## src/design/yaw_pitch_look_direction_defines.svh

```systemverilog
// ---------------------------------------------------------------------------
// yaw_pitch_look_direction assertion macros
// Shared concurrent assertion forms, clocked on clk and disabled in reset.
// ---------------------------------------------------------------------------
`ifndef YAW_PITCH_LOOK_DIRECTION_DEFINES_SVH
`define YAW_PITCH_LOOK_DIRECTION_DEFINES_SVH

// Consequent must hold in the same cycle as the antecedent
`define YPLD_ASSERT_SAME(label, ante, cons, msg) \
  label: assert property (@(posedge clk) disable iff (rst) (ante) |-> (cons)) \
    else $error(msg);

// Consequent must hold in the cycle after the antecedent
`define YPLD_ASSERT_NEXT(label, ante, cons, msg) \
  label: assert property (@(posedge clk) disable iff (rst) (ante) |=> (cons)) \
    else $error(msg);

`endif

```

## src/design/ypld_pkg.sv

```systemverilog
// ---------------------------------------------------------------------------
// ypld_pkg
// Types and fixed constants of the look direction block: field widths,
// CORDIC seed and arctangent table, sequencer states.
// ---------------------------------------------------------------------------
package ypld_pkg;

  // Field widths of the stream items and the gain register
  localparam int DELTA_W   = 16;
  localparam int GAIN_W    = 16;
  localparam int GAIN_FRAC = 8;
  localparam int DIR_W     = 16;
  localparam int HEAD_W    = 16;
  localparam int ELEV_W    = 15;
  localparam int IN_W      = 2 * DELTA_W;
  localparam int OUT_W     = 80;

  // Rotation unit: angles of 2^32 units per turn, results in Q2.30
  localparam int CORDIC_W     = 32;
  localparam int CORDIC_STEPS = 32;
  localparam int ITER_W       = $clog2(CORDIC_STEPS);
  localparam logic signed [33:0] CORDIC_START = 34'sd652032875;

  // Sine and cosine of one angle
  typedef struct packed {
    logic signed [CORDIC_W-1:0] cos_v;
    logic signed [CORDIC_W-1:0] sin_v;
  } ypld_sincos_t;

  // Item sequencer
  typedef enum logic [4:0] {
    ST_IDLE   = 5'b00001,
    ST_STEP   = 5'b00010,
    ST_ROTATE = 5'b00100,
    ST_PROD   = 5'b01000,
    ST_DONE   = 5'b10000
  } ypld_state_t;

  // Arctangent of 2^-i, 2^32 units per turn
  function automatic logic [CORDIC_W-1:0] ypld_arc(input logic [ITER_W-1:0] i);
    logic [CORDIC_W-1:0] v;
    begin
      case (i)
        5'd0:    v = 32'd536870912;
        5'd1:    v = 32'd316933406;
        5'd2:    v = 32'd167458907;
        5'd3:    v = 32'd85004756;
        5'd4:    v = 32'd42667331;
        5'd5:    v = 32'd21354465;
        5'd6:    v = 32'd10679838;
        5'd7:    v = 32'd5340245;
        5'd8:    v = 32'd2670163;
        5'd9:    v = 32'd1335087;
        5'd10:   v = 32'd667544;
        5'd11:   v = 32'd333772;
        5'd12:   v = 32'd166886;
        5'd13:   v = 32'd83443;
        5'd14:   v = 32'd41722;
        5'd15:   v = 32'd20861;
        5'd16:   v = 32'd10430;
        5'd17:   v = 32'd5215;
        5'd18:   v = 32'd2608;
        5'd19:   v = 32'd1304;
        5'd20:   v = 32'd652;
        5'd21:   v = 32'd326;
        5'd22:   v = 32'd163;
        5'd23:   v = 32'd81;
        5'd24:   v = 32'd41;
        5'd25:   v = 32'd20;
        5'd26:   v = 32'd10;
        5'd27:   v = 32'd5;
        5'd28:   v = 32'd3;
        5'd29:   v = 32'd1;
        5'd30:   v = 32'd1;
        default: v = 32'd0;
      endcase
      return v;
    end
  endfunction

endpackage

```

## src/design/ypld_serial_mul.sv

```systemverilog
// ---------------------------------------------------------------------------
// ypld_serial_mul
// Bit-serial signed multiplier: one multiplier bit per cycle, LSB first,
// with the sign bit weighted negative. Product is exact and held after done.
// ---------------------------------------------------------------------------
module ypld_serial_mul #(
  parameter int A_W = 17,
  parameter int B_W = 16
) (
  input  logic                     clk,
  input  logic                     rst,
  input  logic                     start,
  input  logic signed [A_W-1:0]    a,
  input  logic signed [B_W-1:0]    b,
  output logic                     done,
  output logic signed [A_W+B_W-1:0] product
);

  localparam int P_W   = A_W + B_W;
  localparam int CNT_W = $clog2(B_W);

  logic signed [P_W-1:0] acc;
  logic signed [P_W-1:0] mcand;
  logic [B_W-1:0]        mplier;
  logic [CNT_W-1:0]      cnt;
  logic                  busy;
  logic                  last;
  logic signed [P_W-1:0] addend;

  assign last = (cnt == CNT_W'(B_W - 1));

  // Select the partial product for the current multiplier bit
  always_comb begin
    if (!mplier[0]) begin
      addend = '0;
    end else if (last) begin
      addend = -mcand;
    end else begin
      addend = mcand;
    end
  end

  // Sequence control
  always_ff @(posedge clk) begin
    if (rst) begin
      busy <= 1'b0;
      done <= 1'b0;
      cnt  <= '0;
    end else begin
      done <= busy && last;
      if (start) begin
        busy <= 1'b1;
        cnt  <= '0;
      end else if (busy) begin
        if (last) begin
          busy <= 1'b0;
        end
        cnt <= cnt + 1'b1;
      end
    end
  end

  // Shift and accumulate
  always_ff @(posedge clk) begin
    if (start) begin
      acc    <= '0;
      mcand  <= P_W'(a);
      mplier <= b;
    end else if (busy) begin
      acc    <= acc + addend;
      mcand  <= mcand <<< 1;
      mplier <= mplier >> 1;
    end
  end

  assign product = acc;

endmodule

```

## src/design/ypld_cordic.sv

```systemverilog
// ---------------------------------------------------------------------------
// ypld_cordic
// Iterative rotation-mode CORDIC: one micro-rotation per cycle, with a
// half-turn fold for angles in the left half plane.
// ---------------------------------------------------------------------------
module ypld_cordic (
  input  logic                          clk,
  input  logic                          rst,
  input  logic                          start,
  input  logic [ypld_pkg::CORDIC_W-1:0] angle,
  output logic                          done,
  output ypld_pkg::ypld_sincos_t        result
);

  import ypld_pkg::*;

  logic signed [33:0]       x;
  logic signed [33:0]       y;
  logic signed [32:0]       z;
  logic                     flip;
  logic [ITER_W-1:0]        iter;
  logic                     busy;
  logic                     last;
  logic [CORDIC_W-1:0]      quarter_sum;
  logic [CORDIC_W-1:0]      folded;
  logic signed [33:0]       dx;
  logic signed [33:0]       dy;
  logic signed [32:0]       arc;
  logic signed [33:0]       x_neg;
  logic signed [33:0]       y_neg;

  assign last = (iter == ITER_W'(CORDIC_STEPS - 1));

  // Fold angles in [90, 270) degrees by half a turn
  assign quarter_sum = angle + 32'h4000_0000;
  assign folded      = quarter_sum[CORDIC_W-1] ? (angle + 32'h8000_0000) : angle;

  // Floor shifts and table angle of this iteration
  assign dx  = y >>> iter;
  assign dy  = x >>> iter;
  assign arc = {1'b0, ypld_arc(iter)};

  // Sequence control
  always_ff @(posedge clk) begin
    if (rst) begin
      busy <= 1'b0;
      done <= 1'b0;
      iter <= '0;
    end else begin
      done <= busy && last;
      if (start) begin
        busy <= 1'b1;
        iter <= '0;
      end else if (busy) begin
        if (last) begin
          busy <= 1'b0;
        end
        iter <= iter + 1'b1;
      end
    end
  end

  // Micro-rotation datapath
  always_ff @(posedge clk) begin
    if (start) begin
      x    <= CORDIC_START;
      y    <= '0;
      z    <= {folded[CORDIC_W-1], folded};
      flip <= quarter_sum[CORDIC_W-1];
    end else if (busy) begin
      if (!z[32]) begin
        x <= x - dx;
        y <= y + dy;
        z <= z - arc;
      end else begin
        x <= x + dx;
        y <= y - dy;
        z <= z + arc;
      end
    end
  end

  // Undo the fold by negating both results
  assign x_neg = -x;
  assign y_neg = -y;
  assign result.cos_v = flip ? x_neg[CORDIC_W-1:0] : x[CORDIC_W-1:0];
  assign result.sin_v = flip ? y_neg[CORDIC_W-1:0] : y[CORDIC_W-1:0];

endmodule

```

## src/design/yaw_pitch_look_direction.sv

```systemverilog
// ---------------------------------------------------------------------------
// yaw_pitch_look_direction
// First-person camera: mouse deltas in, heading/elevation and unit look
// vector out.
// ---------------------------------------------------------------------------
// Each accepted delta pair scales by turn_gain (Q8.8 angle units per count),
// adds to the heading (wrapping over one turn) and subtracts from the
// elevation (clamped to +-89 degrees), then yields one result holding the
// look vector (cos p sin h, sin p, -cos p cos h) in Q1.DIR_FRAC_BITS and the
// updated angles. One item occupies the block from acceptance until the next
// can be accepted: it passes the bit-serial gain multipliers, then the
// iterative CORDIC units (heading and elevation run side by side), then the
// bit-serial products and the hand-over to the output register. The
// result sits in an output register, so the next item is taken while it
// waits downstream.
// ---------------------------------------------------------------------------
module yaw_pitch_look_direction #(
  parameter int ANGLE_BITS    = 16,
  parameter int DIR_FRAC_BITS = 14
) (
  input  logic                        clk,
  input  logic                        rst,
  // Gain register write
  input  logic                        cfg_we,
  input  logic [ypld_pkg::GAIN_W-1:0] cfg_wdata,
  // Input stream; tdata: delta_x[15:0], delta_y[31:16]
  input  logic                        s_axis_tvalid,
  output logic                        s_axis_tready,
  input  logic [ypld_pkg::IN_W-1:0]   s_axis_tdata,
  // Output stream; tdata: look_x[15:0], look_y[31:16], look_z[47:32],
  // heading[63:48], elevation[78:64], zero[79]
  output logic                        m_axis_tvalid,
  input  logic                        m_axis_tready,
  output logic [ypld_pkg::OUT_W-1:0]  m_axis_tdata
);

  import ypld_pkg::*;

  `include "yaw_pitch_look_direction_defines.svh"

  localparam int STEP_PROD_W = GAIN_W + 1 + DELTA_W;
  localparam int STEP_W      = STEP_PROD_W - GAIN_FRAC;
  localparam int EW          = ANGLE_BITS - 1;
  localparam int P_W         = ((EW > STEP_W) ? EW : STEP_W) + 1;
  localparam int PROD_W      = 2 * CORDIC_W;
  localparam int SH_P        = 60 - DIR_FRAC_BITS;
  localparam int SH_S        = 30 - DIR_FRAC_BITS;
  localparam longint PITCH_LIMIT = ((longint'(89) <<< ANGLE_BITS) + 180) / 360;
  localparam logic signed [P_W-1:0] P_MAX    = P_W'(PITCH_LIMIT);
  localparam logic signed [P_W-1:0] P_MIN    = -P_MAX;
  localparam logic signed [EW-1:0]  ELEV_MAX = EW'(PITCH_LIMIT);
  localparam logic signed [EW-1:0]  ELEV_MIN = -ELEV_MAX;

  // Round half up to DIR_FRAC_BITS, clamp to +-1.0, keep the field width
  function automatic logic [DIR_W-1:0] dir_round(input logic signed [63:0] v,
                                                 input int sh);
    logic signed [63:0] r;
    logic signed [63:0] lim;
    begin
      lim = 64'sd1 <<< DIR_FRAC_BITS;
      r   = (v + (64'sd1 <<< (sh - 1))) >>> sh;
      if (r > lim) begin
        r = lim;
      end
      if (r < -lim) begin
        r = -lim;
      end
      return r[DIR_W-1:0];
    end
  endfunction

  logic [GAIN_W-1:0]              turn_gain;
  logic [ANGLE_BITS-1:0]          heading_angle;
  logic signed [EW-1:0]           elevation_angle;
  ypld_state_t                    state;
  ypld_state_t                    state_next;

  logic                           in_accept;
  logic signed [GAIN_W:0]         gain_s;
  logic signed [STEP_PROD_W-1:0]  prod_h;
  logic signed [STEP_PROD_W-1:0]  prod_p;
  logic                           done_h;
  logic                           done_p;
  logic                           step_done;
  logic signed [STEP_W-1:0]       step_h;
  logic signed [STEP_W-1:0]       step_p;
  logic [ANGLE_BITS-1:0]          heading_next;
  logic signed [P_W-1:0]          p_diff;
  logic signed [P_W-1:0]          p_clamp;
  logic [CORDIC_W-1:0]            head_turn;
  logic [CORDIC_W-1:0]            pitch_turn;

  logic                           rot_done_h;
  logic                           rot_done_p;
  logic                           rot_done;
  ypld_sincos_t                   sc_h;
  ypld_sincos_t                   sc_p;

  logic signed [PROD_W-1:0]       prod_x;
  logic signed [PROD_W-1:0]       prod_z;
  logic                           done_x;
  logic                           done_z;
  logic                           prod_done;

  logic                           out_load;
  logic [DIR_W-1:0]               look_x;
  logic [DIR_W-1:0]               look_y;
  logic [DIR_W-1:0]               look_z;
  logic [31:0]                    head_ext;
  logic signed [P_W-1:0]          elev_ext;

  assign in_accept     = s_axis_tvalid && s_axis_tready;
  assign s_axis_tready = (state == ST_IDLE) && !rst;
  assign gain_s        = {1'b0, turn_gain};

  // Hold the gain register
  always_ff @(posedge clk) begin
    if (rst) begin
      turn_gain <= GAIN_W'(256);
    end else if (cfg_we) begin
      turn_gain <= cfg_wdata;
    end
  end

  // Scale the deltas bit-serially
  ypld_serial_mul #(.A_W(GAIN_W + 1), .B_W(DELTA_W)) u_mul_h (
    .clk     (clk),
    .rst     (rst),
    .start   (in_accept),
    .a       (gain_s),
    .b       (s_axis_tdata[DELTA_W-1:0]),
    .done    (done_h),
    .product (prod_h)
  );

  ypld_serial_mul #(.A_W(GAIN_W + 1), .B_W(DELTA_W)) u_mul_p (
    .clk     (clk),
    .rst     (rst),
    .start   (in_accept),
    .a       (gain_s),
    .b       (s_axis_tdata[IN_W-1:DELTA_W]),
    .done    (done_p),
    .product (prod_p)
  );

  assign step_done = done_h && done_p;

  // Floor the Q8.8 steps, wrap the heading and clamp the elevation
  assign step_h       = prod_h[STEP_PROD_W-1:GAIN_FRAC];
  assign step_p       = prod_p[STEP_PROD_W-1:GAIN_FRAC];
  assign heading_next = heading_angle + step_h[ANGLE_BITS-1:0];
  assign p_diff       = P_W'(elevation_angle) - P_W'(step_p);

  always_comb begin
    if (p_diff > P_MAX) begin
      p_clamp = P_MAX;
    end else if (p_diff < P_MIN) begin
      p_clamp = P_MIN;
    end else begin
      p_clamp = p_diff;
    end
  end

  assign head_turn  = {heading_next, {(CORDIC_W - ANGLE_BITS){1'b0}}};
  assign pitch_turn = {p_clamp[ANGLE_BITS-1:0], {(CORDIC_W - ANGLE_BITS){1'b0}}};

  // Update the angle state once the steps are known
  always_ff @(posedge clk) begin
    if (rst) begin
      heading_angle   <= '0;
      elevation_angle <= '0;
    end else if ((state == ST_STEP) && step_done) begin
      heading_angle   <= heading_next;
      elevation_angle <= p_clamp[EW-1:0];
    end
  end

  // Sine and cosine of both angles
  ypld_cordic u_rot_h (
    .clk    (clk),
    .rst    (rst),
    .start  ((state == ST_STEP) && step_done),
    .angle  (head_turn),
    .done   (rot_done_h),
    .result (sc_h)
  );

  ypld_cordic u_rot_p (
    .clk    (clk),
    .rst    (rst),
    .start  ((state == ST_STEP) && step_done),
    .angle  (pitch_turn),
    .done   (rot_done_p),
    .result (sc_p)
  );

  assign rot_done = rot_done_h && rot_done_p;

  // Exact Q60 products cos p * sin h and cos p * cos h
  ypld_serial_mul #(.A_W(CORDIC_W), .B_W(CORDIC_W)) u_mul_x (
    .clk     (clk),
    .rst     (rst),
    .start   ((state == ST_ROTATE) && rot_done),
    .a       (sc_p.cos_v),
    .b       (sc_h.sin_v),
    .done    (done_x),
    .product (prod_x)
  );

  ypld_serial_mul #(.A_W(CORDIC_W), .B_W(CORDIC_W)) u_mul_z (
    .clk     (clk),
    .rst     (rst),
    .start   ((state == ST_ROTATE) && rot_done),
    .a       (sc_p.cos_v),
    .b       (sc_h.cos_v),
    .done    (done_z),
    .product (prod_z)
  );

  assign prod_done = done_x && done_z;

  // Advance the item sequencer
  always_comb begin
    state_next = state;
    case (state)
      ST_IDLE: begin
        if (in_accept) begin
          state_next = ST_STEP;
        end
      end
      ST_STEP: begin
        if (step_done) begin
          state_next = ST_ROTATE;
        end
      end
      ST_ROTATE: begin
        if (rot_done) begin
          state_next = ST_PROD;
        end
      end
      ST_PROD: begin
        if (prod_done) begin
          state_next = ST_DONE;
        end
      end
      ST_DONE: begin
        if (out_load) begin
          state_next = ST_IDLE;
        end
      end
      default: begin
        state_next = ST_IDLE;
      end
    endcase
  end

  always_ff @(posedge clk) begin
    if (rst) begin
      state <= ST_IDLE;
    end else begin
      state <= state_next;
    end
  end

  // Round the vector components and widen the angles to their fields
  assign look_x   = dir_round(prod_x, SH_P);
  assign look_y   = dir_round({{(64 - CORDIC_W){sc_p.sin_v[CORDIC_W-1]}}, sc_p.sin_v}, SH_S);
  assign look_z   = dir_round(-prod_z, SH_P);
  assign head_ext = 32'(heading_angle);
  assign elev_ext = P_W'(elevation_angle);

  // Load the output register when it is free or being drained
  assign out_load = (state == ST_DONE) && (!m_axis_tvalid || m_axis_tready);

  always_ff @(posedge clk) begin
    if (rst) begin
      m_axis_tvalid <= 1'b0;
    end else if (out_load) begin
      m_axis_tvalid <= 1'b1;
    end else if (m_axis_tready) begin
      m_axis_tvalid <= 1'b0;
    end
  end

  always_ff @(posedge clk) begin
    if (out_load) begin
      m_axis_tdata <= {1'b0, elev_ext[ELEV_W-1:0], head_ext[HEAD_W-1:0],
                       look_z, look_y, look_x};
    end
  end

  // Checks
  `YPLD_ASSERT_NEXT(a_accept_starts_step, in_accept, state == ST_STEP,
    "accepted transaction did not start the scaling step")
  `YPLD_ASSERT_SAME(a_elev_in_range, state == ST_IDLE,
    (elevation_angle <= ELEV_MAX) && (elevation_angle >= ELEV_MIN),
    "elevation outside the pitch clamp")
  `YPLD_ASSERT_NEXT(a_load_frees_input, out_load, m_axis_tvalid && s_axis_tready,
    "result load did not present output and reopen input")

endmodule
```

## config.mk

```make
export PLATFORM = sky130hd
export DESIGN_NAME = yaw_pitch_look_direction
export DESIGN_NICKNAME = d
export VERILOG_FILES = /design/src/design/ypld_pkg.sv /design/src/design/ypld_serial_mul.sv /design/src/design/ypld_cordic.sv /design/src/design/yaw_pitch_look_direction.sv
export VERILOG_INCLUDE_DIRS = /design/src /design/src/design
export SDC_FILE = /design/constraint.sdc
export NUM_CORES = 2
export LEC_CHECK = 0
export BUFFER_PORTS_ARGS = -buffer_cell sky130_fd_sc_hd__buf_2
export CAP_MARGIN = 20
export CORE_UTILIZATION = 55
export DETAILED_ROUTE_END_ITERATION = 12
export GPL_TIMING_DRIVEN = 0
export PLACE_DENSITY = 0.8
export SLEW_MARGIN = 20
export SYNTH_ARGS = -nofsm -noshare
export SYNTH_HDL_FRONTEND = slang
export SYNTH_SLANG_ARGS = --single-unit
```

## constraint.sdc

```tcl
create_clock -name clk -period 15.52 [get_ports clk]
set_input_delay 2.328 -clock clk [delete_from_list [all_inputs] [get_ports clk]]
set_output_delay 2.328 -clock clk [all_outputs]
set_load 0.05 [all_outputs]
```

==> impl_metrics.ini <==
[outcome]
status = finished, final reports clean

[placed_design]
place_hpwl_um = 228000
io_buffers = 132
globalplace.congestion = 1.07
dp_slack_ps = 6750
post_dp_cell_area_mm2 = 0.0804

[pwr]
p_per_area_mw_per_mm2 = 114
p_leak_nw = 34.5
ir_drop_mv = 0.135

[cells_and_area]
final_area_mm2 = 0.0839
fin_nets = 9805
seqCellArea_mm2 = 0.0221
drive_above_1_share = 0.0821
multi_input_area_mm2 = 0.0520
area_delta_synth_final_pct = 8.94
nFillCells = 11740

[clock_tree]
tritoncts = done
cts_setup_buffers = 0
h-tree-depth = 3
cts.sinks = 902
clock_tree.root_cell = clkbuf_16
cts_buffers = 102
postCtsHoldBufs = 0
clkTransAtPathRegs_ps = 60
clk_latency_ps = 760
cts_resized = 0
ctsLongestPathBuffers = 3

[routing]
wl_per_cell_um = 26.4
first_pass_iters = 9
wl_um = 296000
drcViolationCount = 0
ant_nets = 0
drt_iter0_markers = 8419
num_vias = 74609
avgViaCountPerCell = 6.64

[synthesis]
synth_top_area_cell = edfxtp_1
yosysWarnings = 0
ys_seq_elements = 902
synth_ff_type = dfxtp_1
synthArstFlopShare = 0
synth_common_cells = nand2_1 (941), nor2_1 (868), a21oi_1 (590)
synth_cell_types = 106
syn-cell-area_mm2 = 0.0771
seq_area_frac_synth = 0.287
synthDominantCellAreaShare = 0.157
netlist_top_cells_area = edfxtp_1 (16%), dfxtp_1 (13%), ha_1 (7.4%), xnor2_1 (5.5%), mux4_2 (5.3%)
syn_inst = 9033
avgSynthCellArea_um2 = 8.53
synth.most_common_cell = nand2_1
synth_edf_count = 403

[worst_setup_path]
critPathMostFrequentCell = clkbuf_1
crit_arrival_ps = 9730
criticalPathCategory = reg -> reg
critical_path_buf_inv_count = 7
cpPeakStageDelay_ps = 830
cp_slowest_cell = clkbuf_1
start_kind = register
required_ps = 16170
end_kind = register
cp_cell_sequence = clkbuf_1 > clkbuf_1 > clkbuf_1 > clkbuf_1 > clkbuf_1 > clkbuf_1 > clkbuf_1 > nand2_1 > nand2_1 > xor2_1 > ha_1 > and3_1 > o21ai_0 > a2111oi_0 > a211oi_1 > o311ai_0 > a31oi_1 > o21ai_0 > o31ai_1 > a21oi_1 > o21ai_0 > xor2_1 > a211oi_1
critical_path.top_delay_family = buffers and inverters
crit_fanout = 10

[global_routing]
antenna_found_initial = 11
grt_start_max_net_pins = 66
grt.total_usage = 0.404
grt_pass1_vias = 70656
grt_first_pass_wirelength_um = 436000
grt-ovfl-total = 0

[floorplanning]
die_area_mm2 = 0.142
core_mm2 = 0.138
ios = 135
start_util = 0.558
num_rows = 136
die_h_um = 376
chipWidth_um = 376

[sta]
hold_viol = 0
fmax_mhz = 110
slew_viol_final = 0
slew_headroom = 0.110
setup_viol = 0
period_minus_slack_ps = 9080
setup_ws_ps = 6440
finalCritPeriodShare = 0.585
worst_clock_skew_ps = 93.2
rsz0062_at_grt = no
tns_ps = 0
worst_slew_pin_slew_ps = 1320

[min_path]
min_path_type = reg -> reg

[run]
drv_cap = 0
-- stage by stage --
step	util	std cells	hold slack, ps	total power (W)
after floorplan	-	9034	430	0.00574
after global placement	0.579	11029	460	0.00676
after detailed placement	0.582	11041	473	0.00686
after CTS	0.607	11234	469	0.00941
after global routing	0.608	11237	493	0.00993
final	0.608	11238	464	0.00956
-- layout by cell type, fill, tap and decap left out, types with 176 or more instances in the layout --
cell type	instances
xor2_1	362
a21oi_1	590
dfxtp_1	499
ha_1	457
buf_2	181
nand2_1	940
nor3_1	176
edfxtp_1	403
nor2_1	865
and2_1	210
clkbuf_1	422
a21o_1	289
mux4_2	183
mux2i_1	394
xnor2_1	486
o21ai_0	535
inv_1	217
-- sequential cells by signal, indices dropped and copies added (netlist names), 15 cells and up --
register	cells
u_mul_z.mcand	64
u_rot_p.arc	30
u_mul_z.mplier	32
u_mul_h.mplier	16
u_rot_p.x	34
u_rot_h.y	34
turn_gain	16
u_mul_x.product	64
u_mul_p.product	33
m_axis_tdata	79
u_mul_z.product	64
elevation_angle	15
u_rot_h.x	34
u_rot_p.y	34
u_mul_x.mplier	32
u_rot_h.z	33
u_rot_h.arc	30
u_mul_x.mcand	64
u_mul_h.mcand	24
u_mul_p.mcand	33
heading_angle	16
u_mul_h.product	24
u_mul_p.mplier	16
u_rot_p.z	33
-- layer usage --
layer	track usage	vias to the layer above	wire (µm)
met5	0	-	48
li1	-	33413	-
met1	0.529	36087	120000
met2	0.624	4251	129000
met4	0.208	8	17100
met3	0.0868	850	30100
-- worst reg2reg max path, stage by stage, from the launching register on --
cell       delay (ps)
dfxtp_1           340
clkbuf_1          630
clkbuf_1          680
clkbuf_1          840
clkbuf_1          670
clkbuf_1          610
clkbuf_1          760
clkbuf_1          700
nand2_1           120
nand2_1           120
xor2_1             90
ha_1              350
and3_1            190
o21ai_0           150
a2111oi_0         470
a211oi_1          150
o311ai_0          630
a31oi_1           250
o21ai_0           390
o31ai_1           190
a21oi_1           160
o21ai_0           130
xor2_1            160
a211oi_1          220
-- worst paths after layout --
kind	start	to	slack, ps	cells after the start
hold / removal	heading_angle[14]	m_axis_tdata[62]	460	0
setup / recovery	u_rot_p.iter[4]	u_rot_p.y[32]	6440	23
hold reg to reg	heading_angle[14]	m_axis_tdata[62]	460	0
setup reg to reg	u_rot_p.iter[4]	u_rot_p.y[32]	6440	23
-- power breakdown --
| group | total, W | internal [W] | switching [W] |
|---|---|---|---|
| sequential | 0.00297 | 0.00268 | 0.000287 |
| clock | 0.00256 | 0.00144 | 0.00111 |
| combinational | 0.00403 | 0.00157 | 0.00247 |
-- logic make-up (layout without fill, tap and decap cells) --
group,after synthesis,count (layout),share of synthesized area
xor+xnor,849,849,0.0966
mux,651,651,0.115
other cells,1,5,0.0000487
flops,902,902,0.287
compound gates,2327,2327,0.195
simple gates,3065,3065,0.189
fa+ha+maj,470,470,0.0774
buf+inv,768,1106,0.0397
-- cell type report --
type | count | area share
Multi-Input combinational cell | 7364 | 0.619
Clock buffer | 142 | 0.0342
Inverter | 226 | 0.0102
Sequential cell | 902 | 0.263
Buffer | 542 | 0.0265
Tap cell | 1863 | 0.0278
Clock inverter | 51 | 0.00751
Antenna cell | 3 | 0.0000894
Timing Repair Buffer | 145 | 0.0111
No activity file was read; power rests on OpenSTA's default activity.
